===== config.mk =====
export PLATFORM = sky130hd
export DESIGN_NAME = latency_statistics_tracker_flat
export DESIGN_NICKNAME = d
export VERILOG_FILES = /design/src/rtl/lst_pkg.sv /design/src/rtl/lst_if.sv /design/src/rtl/latency_statistics_tracker.sv /design/src/flat_wrapper.sv
export SDC_FILE = /design/constraint.sdc
export NUM_CORES = 2
export LEC_CHECK = 0
export BUFFER_PORTS_ARGS = -buffer_cell sky130_fd_sc_hd__buf_4
export CORE_MARGIN = 10
export CORE_UTILIZATION = 55
export DETAILED_ROUTE_END_ITERATION = 6
export HOLD_SLACK_MARGIN = 0.15
export PLACE_DENSITY = 0.74
export SLEW_MARGIN = 20
export SYNTH_ARGS = -nofsm -noshare
export SYNTH_HDL_FRONTEND = slang
export SYNTH_SLANG_ARGS = --single-unit

===== constraint.sdc =====
create_clock -name clk -period 19 [get_ports clk]
set_clock_uncertainty 0.2 [all_clocks]
set_input_delay 3.8 -clock clk [delete_from_list [all_inputs] [get_ports clk]]
set_output_delay 3.8 -clock clk [all_outputs]
set_load 0.03 [all_outputs]

===== src/rtl/lst_pkg.sv =====
`default_nettype none
// ----------------------------------------------------------------------------
// lst_pkg: shared widths and constants for the latency statistics tracker
// Field widths, warm-up length, the half-millisecond limit and command codes.
// ----------------------------------------------------------------------------
package lst_pkg;

	localparam int unsigned DurW   = 40;   // durations and averages, ns
	localparam int unsigned CountW = 24;   // saturating sample counts
	localparam int unsigned SumW   = 64;   // saturating duration sums

	localparam logic [CountW-1:0] WarmupSamples = CountW'(60);
	localparam logic [DurW-1:0]   HalfMsNs      = DurW'(500000);

	typedef enum logic {
		CMD_RECORD = 1'b0,
		CMD_CLEAR  = 1'b1
	} lst_cmd_t;

	typedef logic [DurW-1:0]   dur_t;
	typedef logic [CountW-1:0] count_t;
	typedef logic [SumW-1:0]   sum_t;

endpackage

`default_nettype wire


===== src/rtl/lst_if.sv =====
`default_nettype none
// ----------------------------------------------------------------------------
// lst_if: valid/ready channels of the latency statistics tracker
// lst_sample_if carries commands and durations in, lst_stats_if results out.
// ----------------------------------------------------------------------------
interface lst_sample_if
	import lst_pkg::*;
();
	logic     valid;
	logic     ready;
	lst_cmd_t command;
	dur_t     elapsed_ns;

	modport source (output valid, output command, output elapsed_ns, input ready);
	modport sink   (input valid, input command, input elapsed_ns, output ready);
endinterface

interface lst_stats_if
	import lst_pkg::*;
();
	logic   valid;
	logic   ready;
	dur_t   elapsed_echo_ns;
	count_t sample_count;
	dur_t   average_ns;
	logic   above_flag;
	count_t above_count;
	dur_t   above_average_ns;
	dur_t   above_max_ns;

	modport source (
		output valid, output elapsed_echo_ns, output sample_count, output average_ns,
		output above_flag, output above_count, output above_average_ns,
		output above_max_ns, input ready
	);
	modport sink (
		input valid, input elapsed_echo_ns, input sample_count, input average_ns,
		input above_flag, input above_count, input above_average_ns,
		input above_max_ns, output ready
	);
endinterface

`default_nettype wire


===== src/rtl/latency_statistics_tracker.sv =====
`default_nettype none
// ----------------------------------------------------------------------------
// latency_statistics_tracker: running and outlier latency statistics
// Counts, sums and averages measured durations; flags and tracks outliers.
// ----------------------------------------------------------------------------
// Usage:
//   sample (sink): one transaction per measured duration (command RECORD) or
//     a clear of all trackers (command CLEAR). ready is high only while the
//     sequencer is idle.
//   stats (source): exactly one transaction per sample transaction, carrying
//     the echoed duration, the outlier flag and all tracker values after it.
//   cfg_wr_en / cfg_wr_data: writes the 40-bit outlier limit. Write only
//     while the block is idle. Above 500000 ns the limit is fixed; below it,
//     the rule is "more than twice the running average"; at it, none applies.
// Sequence: a clear or a warm-up sample (first 60) goes from the update
//   step to the output register. A later sample runs one 40-step division,
//   an outlier a second one (a quotient that would overflow is saturated).
//   Both divisions share one restoring radix-2 divider, one quotient bit a
//   cycle; a new sample is taken only after the last one is finished.
// Reset: arst_n clears all trackers, the limit and the output valid.
// Stall: the finished result sits in an output register. While it is not
//   taken, the next sample runs to the last step and holds there (ready low).
// ----------------------------------------------------------------------------
module latency_statistics_tracker
	import lst_pkg::*;
(
	input  wire  logic  clk,
	input  wire  logic  arst_n,
	input  wire  logic  cfg_wr_en,
	input  wire  dur_t  cfg_wr_data,
	lst_sample_if.sink  sample,
	lst_stats_if.source stats
);

	localparam int unsigned StepW = $clog2(DurW);
	localparam logic [StepW-1:0] LastStep = StepW'(DurW - 1);

	typedef enum logic [8:0] {
		ST_IDLE = 9'b000000001,
		ST_ACC  = 9'b000000010,   // update count and sum, or clear
		ST_LD1  = 9'b000000100,   // load divider: sum / count
		ST_DV1  = 9'b000001000,
		ST_TEST = 9'b000010000,   // store mean, outlier test, outlier update
		ST_LD2  = 9'b000100000,   // load divider: outlier sum / outlier count
		ST_DV2  = 9'b001000000,
		ST_WR2  = 9'b010000000,   // store outlier mean
		ST_FIN  = 9'b100000000    // hand result to output register
	} lst_state_t;

	lst_state_t st_q;

	// configuration
	dur_t limit_q;

	// captured transaction
	lst_cmd_t cmd_q;
	dur_t     t_q;
	logic     above_q;

	// trackers
	count_t total_q;
	sum_t   sum_q;
	dur_t   mean_q;
	count_t otot_q;
	sum_t   osum_q;
	dur_t   omean_q;
	dur_t   peak_q;

	// shared divider: remainder, dividend/quotient shift register, divisor
	count_t          rem_q;
	dur_t            dvd_q;
	count_t          dsr_q;
	logic [StepW-1:0] step_q;

	// output register
	logic   res_valid_q;
	dur_t   res_echo_q;
	count_t res_count_q;
	dur_t   res_avg_q;
	logic   res_above_q;
	count_t res_acount_q;
	dur_t   res_aavg_q;
	dur_t   res_amax_q;

	// ---- combinational helpers ----
	count_t          total_inc;
	logic [SumW:0]   sum_add;
	sum_t            sum_sat;
	count_t          otot_inc;
	logic [SumW:0]   osum_add;
	sum_t            osum_sat;
	sum_t            ld_sum;
	count_t          ld_div;
	logic            ld_ovf;
	logic [CountW:0] trial;
	logic            trial_ge;
	logic            is_above;
	logic            out_free;

	assign total_inc = (total_q == '1) ? total_q : total_q + CountW'(1);
	assign sum_add   = {1'b0, sum_q} + {{(SumW + 1 - DurW){1'b0}}, t_q};
	assign sum_sat   = sum_add[SumW] ? '1 : sum_add[SumW-1:0];
	assign otot_inc  = (otot_q == '1) ? otot_q : otot_q + CountW'(1);
	assign osum_add  = {1'b0, osum_q} + {{(SumW + 1 - DurW){1'b0}}, t_q};
	assign osum_sat  = osum_add[SumW] ? '1 : osum_add[SumW-1:0];

	// divider operand select; quotient overflows 40 bits when high part >= divisor
	assign ld_sum = (st_q == ST_LD2) ? osum_q : sum_q;
	assign ld_div = (st_q == ST_LD2) ? otot_q : total_q;
	assign ld_ovf = ld_sum[SumW-1:DurW] >= ld_div;

	assign trial    = {rem_q, dvd_q[DurW-1]};
	assign trial_ge = trial >= {1'b0, dsr_q};

	// outlier rule, against the freshly divided mean in dvd_q
	always_comb begin
		if (limit_q > HalfMsNs) begin
			is_above = t_q > limit_q;
		end else if (limit_q < HalfMsNs) begin
			is_above = {1'b0, t_q} > {dvd_q, 1'b0};
		end else begin
			is_above = 1'b0;
		end
	end

	assign out_free     = !res_valid_q || stats.ready;
	assign sample.ready = (st_q == ST_IDLE);

	// ---- sequencer and datapath ----
	always_ff @(posedge clk or negedge arst_n) begin
		if (!arst_n) begin
			st_q    <= ST_IDLE;
			limit_q <= '0;
			total_q <= '0;
			sum_q   <= '0;
			mean_q  <= '0;
			otot_q  <= '0;
			osum_q  <= '0;
			omean_q <= '0;
			peak_q  <= '0;
			step_q  <= '0;
		end else begin
			if (cfg_wr_en) begin
				limit_q <= cfg_wr_data;
			end
			case (st_q)
				ST_IDLE: begin
					if (sample.valid) begin
						st_q <= ST_ACC;
					end
				end
				ST_ACC: begin
					if (cmd_q == CMD_CLEAR) begin
						total_q <= '0;
						sum_q   <= '0;
						mean_q  <= '0;
						otot_q  <= '0;
						osum_q  <= '0;
						omean_q <= '0;
						peak_q  <= '0;
						st_q    <= ST_FIN;
					end else begin
						total_q <= total_inc;
						sum_q   <= sum_sat;
						st_q    <= (total_inc > WarmupSamples) ? ST_LD1 : ST_FIN;
					end
				end
				ST_LD1, ST_LD2: begin
					step_q <= '0;
					if (ld_ovf) begin
						st_q <= (st_q == ST_LD1) ? ST_TEST : ST_WR2;
					end else begin
						st_q <= (st_q == ST_LD1) ? ST_DV1 : ST_DV2;
					end
				end
				ST_DV1, ST_DV2: begin
					step_q <= step_q + StepW'(1);
					if (step_q == LastStep) begin
						st_q <= (st_q == ST_DV1) ? ST_TEST : ST_WR2;
					end
				end
				ST_TEST: begin
					mean_q <= dvd_q;
					if (is_above) begin
						otot_q <= otot_inc;
						osum_q <= osum_sat;
						if (t_q > peak_q) begin
							peak_q <= t_q;
						end
						st_q <= ST_LD2;
					end else begin
						st_q <= ST_FIN;
					end
				end
				ST_WR2: begin
					omean_q <= dvd_q;
					st_q    <= ST_FIN;
				end
				ST_FIN: begin
					if (out_free) begin
						st_q <= ST_IDLE;
					end
				end
				default: begin
					st_q <= ST_IDLE;
				end
			endcase
		end
	end

	// payload registers: capture, divider, outlier flag
	always_ff @(posedge clk) begin
		if (st_q == ST_IDLE && sample.valid) begin
			cmd_q <= sample.command;
			t_q   <= sample.elapsed_ns;
		end
		if (st_q == ST_ACC) begin
			above_q <= 1'b0;
			if (cmd_q == CMD_CLEAR) begin
				t_q <= '0;
			end
		end
		if (st_q == ST_TEST) begin
			above_q <= is_above;
		end
		if (st_q == ST_LD1 || st_q == ST_LD2) begin
			rem_q <= ld_sum[SumW-1:DurW];
			dvd_q <= ld_ovf ? '1 : ld_sum[DurW-1:0];
			dsr_q <= ld_div;
		end
		if (st_q == ST_DV1 || st_q == ST_DV2) begin
			rem_q <= trial_ge ? CountW'(trial - {1'b0, dsr_q}) : trial[CountW-1:0];
			dvd_q <= {dvd_q[DurW-2:0], trial_ge};
		end
	end

	// ---- output register ----
	always_ff @(posedge clk or negedge arst_n) begin
		if (!arst_n) begin
			res_valid_q <= 1'b0;
		end else if (st_q == ST_FIN && out_free) begin
			res_valid_q <= 1'b1;
		end else if (stats.ready) begin
			res_valid_q <= 1'b0;
		end
	end

	always_ff @(posedge clk) begin
		if (st_q == ST_FIN && out_free) begin
			res_echo_q   <= t_q;
			res_count_q  <= total_q;
			res_avg_q    <= mean_q;
			res_above_q  <= above_q;
			res_acount_q <= otot_q;
			res_aavg_q   <= omean_q;
			res_amax_q   <= peak_q;
		end
	end

	assign stats.valid            = res_valid_q;
	assign stats.elapsed_echo_ns  = res_echo_q;
	assign stats.sample_count     = res_count_q;
	assign stats.average_ns       = res_avg_q;
	assign stats.above_flag       = res_above_q;
	assign stats.above_count      = res_acount_q;
	assign stats.above_average_ns = res_aavg_q;
	assign stats.above_max_ns     = res_amax_q;

`ifndef SYNTHESIS
	// divider never runs past its last quotient bit
	a_step_range: assert property (@(posedge clk) disable iff (!arst_n)
		(st_q == ST_DV1 || st_q == ST_DV2) |-> step_q <= LastStep)
		else $error("divider step out of range");

	// an outlier is only reported after warm-up, and is counted
	a_flag_after_warmup: assert property (@(posedge clk) disable iff (!arst_n)
		(stats.valid && stats.above_flag) |->
			(stats.sample_count > WarmupSamples && stats.above_count != '0))
		else $error("outlier flagged during warm-up or not counted");

	// outlier mean never exceeds the outlier peak
	a_mean_le_peak: assert property (@(posedge clk) disable iff (!arst_n)
		stats.valid |-> stats.above_average_ns <= stats.above_max_ns)
		else $error("outlier mean above outlier peak");

	// a result is loaded only into a free output register
	a_no_overwrite: assert property (@(posedge clk) disable iff (!arst_n)
		(res_valid_q && !stats.ready) |=> ($stable(res_echo_q) && res_valid_q))
		else $error("stalled result changed");
`endif

endmodule

`default_nettype wire


===== src/flat_wrapper.sv =====
// flat-port wrapper written by rule: the top's interface ports become plain ports
module latency_statistics_tracker_flat import lst_pkg::*;
  (clk, arst_n, cfg_wr_en, cfg_wr_data, sample_valid, sample_command, sample_elapsed_ns, sample_ready, stats_valid, stats_elapsed_echo_ns, stats_sample_count, stats_average_ns, stats_above_flag, stats_above_count, stats_above_average_ns, stats_above_max_ns, stats_ready);
  lst_sample_if sample_i ();
  lst_stats_if stats_i ();
  input  wire  logic clk;
  input  wire  logic arst_n;
  input  wire  logic cfg_wr_en;
  input  wire  dur_t cfg_wr_data;
  input wire logic [$bits(sample_i.valid)-1:0] sample_valid;
  input wire logic [$bits(sample_i.command)-1:0] sample_command;
  input wire logic [$bits(sample_i.elapsed_ns)-1:0] sample_elapsed_ns;
  output wire logic [$bits(sample_i.ready)-1:0] sample_ready;
  output wire logic [$bits(stats_i.valid)-1:0] stats_valid;
  output wire logic [$bits(stats_i.elapsed_echo_ns)-1:0] stats_elapsed_echo_ns;
  output wire logic [$bits(stats_i.sample_count)-1:0] stats_sample_count;
  output wire logic [$bits(stats_i.average_ns)-1:0] stats_average_ns;
  output wire logic [$bits(stats_i.above_flag)-1:0] stats_above_flag;
  output wire logic [$bits(stats_i.above_count)-1:0] stats_above_count;
  output wire logic [$bits(stats_i.above_average_ns)-1:0] stats_above_average_ns;
  output wire logic [$bits(stats_i.above_max_ns)-1:0] stats_above_max_ns;
  input wire logic [$bits(stats_i.ready)-1:0] stats_ready;
  assign sample_i.valid = sample_valid;
  assign sample_i.command = sample_command;
  assign sample_i.elapsed_ns = sample_elapsed_ns;
  assign sample_ready = sample_i.ready;
  assign stats_valid = stats_i.valid;
  assign stats_elapsed_echo_ns = stats_i.elapsed_echo_ns;
  assign stats_sample_count = stats_i.sample_count;
  assign stats_average_ns = stats_i.average_ns;
  assign stats_above_flag = stats_i.above_flag;
  assign stats_above_count = stats_i.above_count;
  assign stats_above_average_ns = stats_i.above_average_ns;
  assign stats_above_max_ns = stats_i.above_max_ns;
  assign stats_i.ready = stats_ready;
  latency_statistics_tracker u_core (.clk(clk), .arst_n(arst_n), .cfg_wr_en(cfg_wr_en), .cfg_wr_data(cfg_wr_data), .sample(sample_i), .stats(stats_i));
endmodule

==> impl_metrics.json <==
{
  "cts_buffer_depth": 3,
  "cts_max_level": 3,
  "clk_transition_reported_paths_ns": 0.07,
  "drive_gt1_frac": 0.123,
  "period_minus_slack_ns": 6.57,
  "end_kind": "output port",
  "numPortBuffers": 296,
  "worstPathMaxFanout": 7,
  "dr.first_iter.drc_count": 3280,
  "ys_ff_latch": 691,
  "synth_top_family_by_area": "compound AO/OA/AOI/OAI gates",
  "wl_mm": 111,
  "hold_class": "reg -> reg",
  "dieArea_mm2": 0.0777,
  "mostFrequentLayoutCells": "510 x nand2_1, 351 x dfrtp_1, 347 x o21ai_0, 336 x buf_4, 299 x edfxtp_1",
  "syn_nets": 4085,
  "async_reset_ff_frac": 0.509,
  "core-area_mm2": 0.0661,
  "numCtsBuffers": 73,
  "detail_route.wl_per_cell_um": 22.6,
  "synth_compound_area_frac": 0.172,
  "grt_max_degree": 158,
  "area_growth_pct": 15.0,
  "grt_pass1_vias": 28900,
  "dieHeight_um": 279,
  "initial_core_util": 0.557,
  "cts_tree": "yes",
  "synth_xor_area_frac": 0.0259,
  "slowest_delay_ns": 0.54,
  "fin_tns_setup_ns": 0,
  "grt_pass1_wl_mm": 170,
  "synth.distinct_cells": 87,
  "cts.repair.resized": 0,
  "fp-row-count": 94,
  "finalHoldViolCount": 0,
  "die_w_um": 279,
  "syn_avg_cell_area_um2": 9.83,
  "critical-path-slowest-cell": "nor4b_2",
  "ioPinCount": 297,
  "dp.cells": 4766,
  "critical_path.cell_chain": "nor2_1 > nor4b_2 > and4b_1 > buf_4",
  "leakagePower_nw": 18.4,
  "cp.required_ns": 15.00,
  "r2r-end": "u_core.dvd_q[19]$_DFFE_PP_",
  "rrSetupSlack_ns": 13.15,
  "setup_viol": 0,
  "muxShareOfSynthArea": 0.0191,
  "min_to": "u_core.stats.average_ns[17]$_DFFE_PP_",
  "yosysWarnings": 0,
  "grt_use_total": 0.276,
  "min_path_cells": 0,
  "arrival_ns": 2.57,
  "grt_overflow": 0,
  "crit_type": "reg -> out",
  "power.total_mw": 5.15,
  "route.detailed.drc": 0,
  "crit_buf_inv": 1,
  "relSlewSlack": 0.229,
  "rsz0062_at_grt": "no",
  "netlist_area_mm2": 0.0368,
  "synth.yosys.seq_area_share": 0.505,
  "crit_path_start_kind": "flip-flop",
  "report.final.slew_viol_count": 0,
  "place.gp.congestion": 0.968,
  "rr_worst_depth": 15,
  "min_period_over_period": 0.346,
  "critical-path-top-delay-family": "simple AND/OR/NAND/NOR gates",
  "synth_cells": 3746,
  "synth_ff_type": "dfrtp_1",
  "rr_startpoint": "u_core.st_q[6]$_DFFE_PN0P_",
  "antenna_found_initial": 8,
  "design_area_mm2": 0.0423,
  "postRouteAntennaNets": 0,
  "root_buffer": "clkbuf_16",
  "cts_setup_buffers": 0,
  "hold_buffers": 0,
  "instances_no_fill": 4907,
  "dpl_cell_area_mm2": 0.0398,
  "final_common_cell": "nand2_1",
  "synth_fa_ha_area_frac": 0.0866,
  "worstMarginPinSlew_ns": 1.15,
  "synth_edf_count": 299,
  "hpwl_mm": 78.9,
  "max_cap_viol_count": 0,
  "synthSimpleGateAreaFrac": 0.148,
  "clkSinkCount": 691,
  "viasPerCell": 6.16,
  "drtPass1Iterations": 7,
  "peakVddDrop_mv": 0.0738,
  "vias": 30200,
  "max_freq_ghz": 0.152,
  "power_density_mw_per_mm2": 122,
  "hold_ws_ns": 0.242,
  "layout.nets": 4316,
  "status": "complete, no violations",
  "clk_latency_ns": 0.63,
  "worstHoldStart": "u_core.mean_q[17]$_DFFE_PN0P_"
}
[worst max path at each step]
stage                                           from                                         end  slack [ns]  depth (start not counted)
final                     u_core.st_q[2]$_DFFE_PN0P_                                sample_ready       12.43                          4
after floorplan                          stats_ready  u_core.stats.above_average_ns[0]$_DFFE_PP_        9.42                          2
after detailed placement                      arst_n              u_core.limit_q[12]$_DFFE_PN0P_       12.60                          3
after global placement                        arst_n              u_core.limit_q[13]$_DFFE_PN0P_       12.63                          3
after CTS                 u_core.st_q[3]$_DFFE_PN0P_                                sample_ready       12.08                          4
after global routing      u_core.st_q[3]$_DFFE_PN0P_                                sample_ready       12.25                          4
[registers in the layout, indices dropped and copies added, names as in the netlist, 40 cells and up]
name,count
u_core.mean_q,40
u_core.dvd_q,40
u_core.limit_q,40
u_core.t_q,40
u_core.sum_q,64
u_core.osum_q,64
u_core.stats.average_ns,40
u_core.stats.above_max_ns,40
u_core.stats.elapsed_echo_ns,40
u_core.peak_q,40
u_core.stats.above_average_ns,40
u_core.omean_q,40
[synthesized netlist by cell type (10+ instances only)]
library cell,n,area (um^2)
a211oi_1,25,188
a21o_1,66,495
a21oi_1,208,1040
a22o_1,48,420
a31oi_1,50,313
a41oi_1,51,447
and2_1,26,163
and3_1,31,194
buf_1,10,37.5
buf_2,26,130
clkbuf_1,143,537
dfrtp_1,351,8780
dfxtp_1,40,801
edfxtp_1,299,8980
ha_1,250,3130
inv_1,231,867
mux2i_1,67,671
nand2_1,512,1920
nand2b_1,18,113
nand3_1,112,561
nand4_1,66,413
nor2_1,267,1000
nor2b_1,21,131
nor3_1,56,280
nor4_1,27,169
o211ai_1,19,143
o21a_1,33,248
o21ai_0,347,1740
o21ai_1,21,105
o21bai_1,20,150
o31a_1,10,87.6
o31ai_1,23,173
or3_1,10,62.6
xnor2_1,70,613
xor2_1,39,342
[through the flow]
step	utilization	setup WS, ns
after CTS	0.640	12.08
final	0.641	12.43
after detailed placement	0.602	12.60
after global routing	0.640	12.25
after global placement	0.602	12.63
after floorplan	-	9.42
[cell type report]
| cell class | count | area (um^2) |
|---|---|---|
| antenna | 6 | 15.0 |
| clock buffer | 94 | 1990 |
| clock inverter | 41 | 532 |
| fill | 5335 | 23800 |
| inverter | 232 | 871 |
| multi-input combinational | 2641 | 16700 |
| sequential | 691 | 18600 |
| tap | 864 | 1080 |
| timing repair buffer | 338 | 2560 |
[power breakdown]
group	leakage (nW)	internal (mW)	total (mW)	switching (mW)
registers	7.53	1.75	1.98	0.234
clock network	1.23	0.884	1.51	0.624
logic	9.61	0.639	1.66	1.02
[cell families after synthesis]
| family | Yosys count |
|---|---|
| muxes | 70 |
| adders and majority gates | 253 |
| buffers and inverters | 414 |
| and+or+nand+nor | 1199 |
| AOI/OAI and AO/OA | 1010 |
| xor gates and xnor gates | 109 |
| DFF | 691 |
[worst reg2reg max path: stages, from the launching register on]
cell       delay (ns)
dfrtp_1          0.44
or4_1            0.65
nor3_1           0.39
nand3_4          0.50
buf_4            0.57
o21ai_0          0.34
inv_1            0.07
ha_1             0.29
a21o_1           0.18
a21o_1           0.17
a2111oi_0        0.45
o311ai_0         0.20
o21ai_0          0.19
o21a_1           0.14
buf_4            0.48
a41oi_1          0.28
[metal layers]
| metal | vias up | track usage | wire length, um | part of all wire |
|---|---|---|---|---|
| met5 | - | 0 | 17 | 0.00015 |
| met4 | 2 | 0.0896 | 3260 | 0.029 |
| met3 | 202 | 0.0618 | 10400 | 0.094 |
| met2 | 1352 | 0.430 | 49900 | 0.45 |
| met1 | 14700 | 0.379 | 47200 | 0.43 |
| li1 | 14000 | - | - | - |
Power figures use the tool's default switching activity.
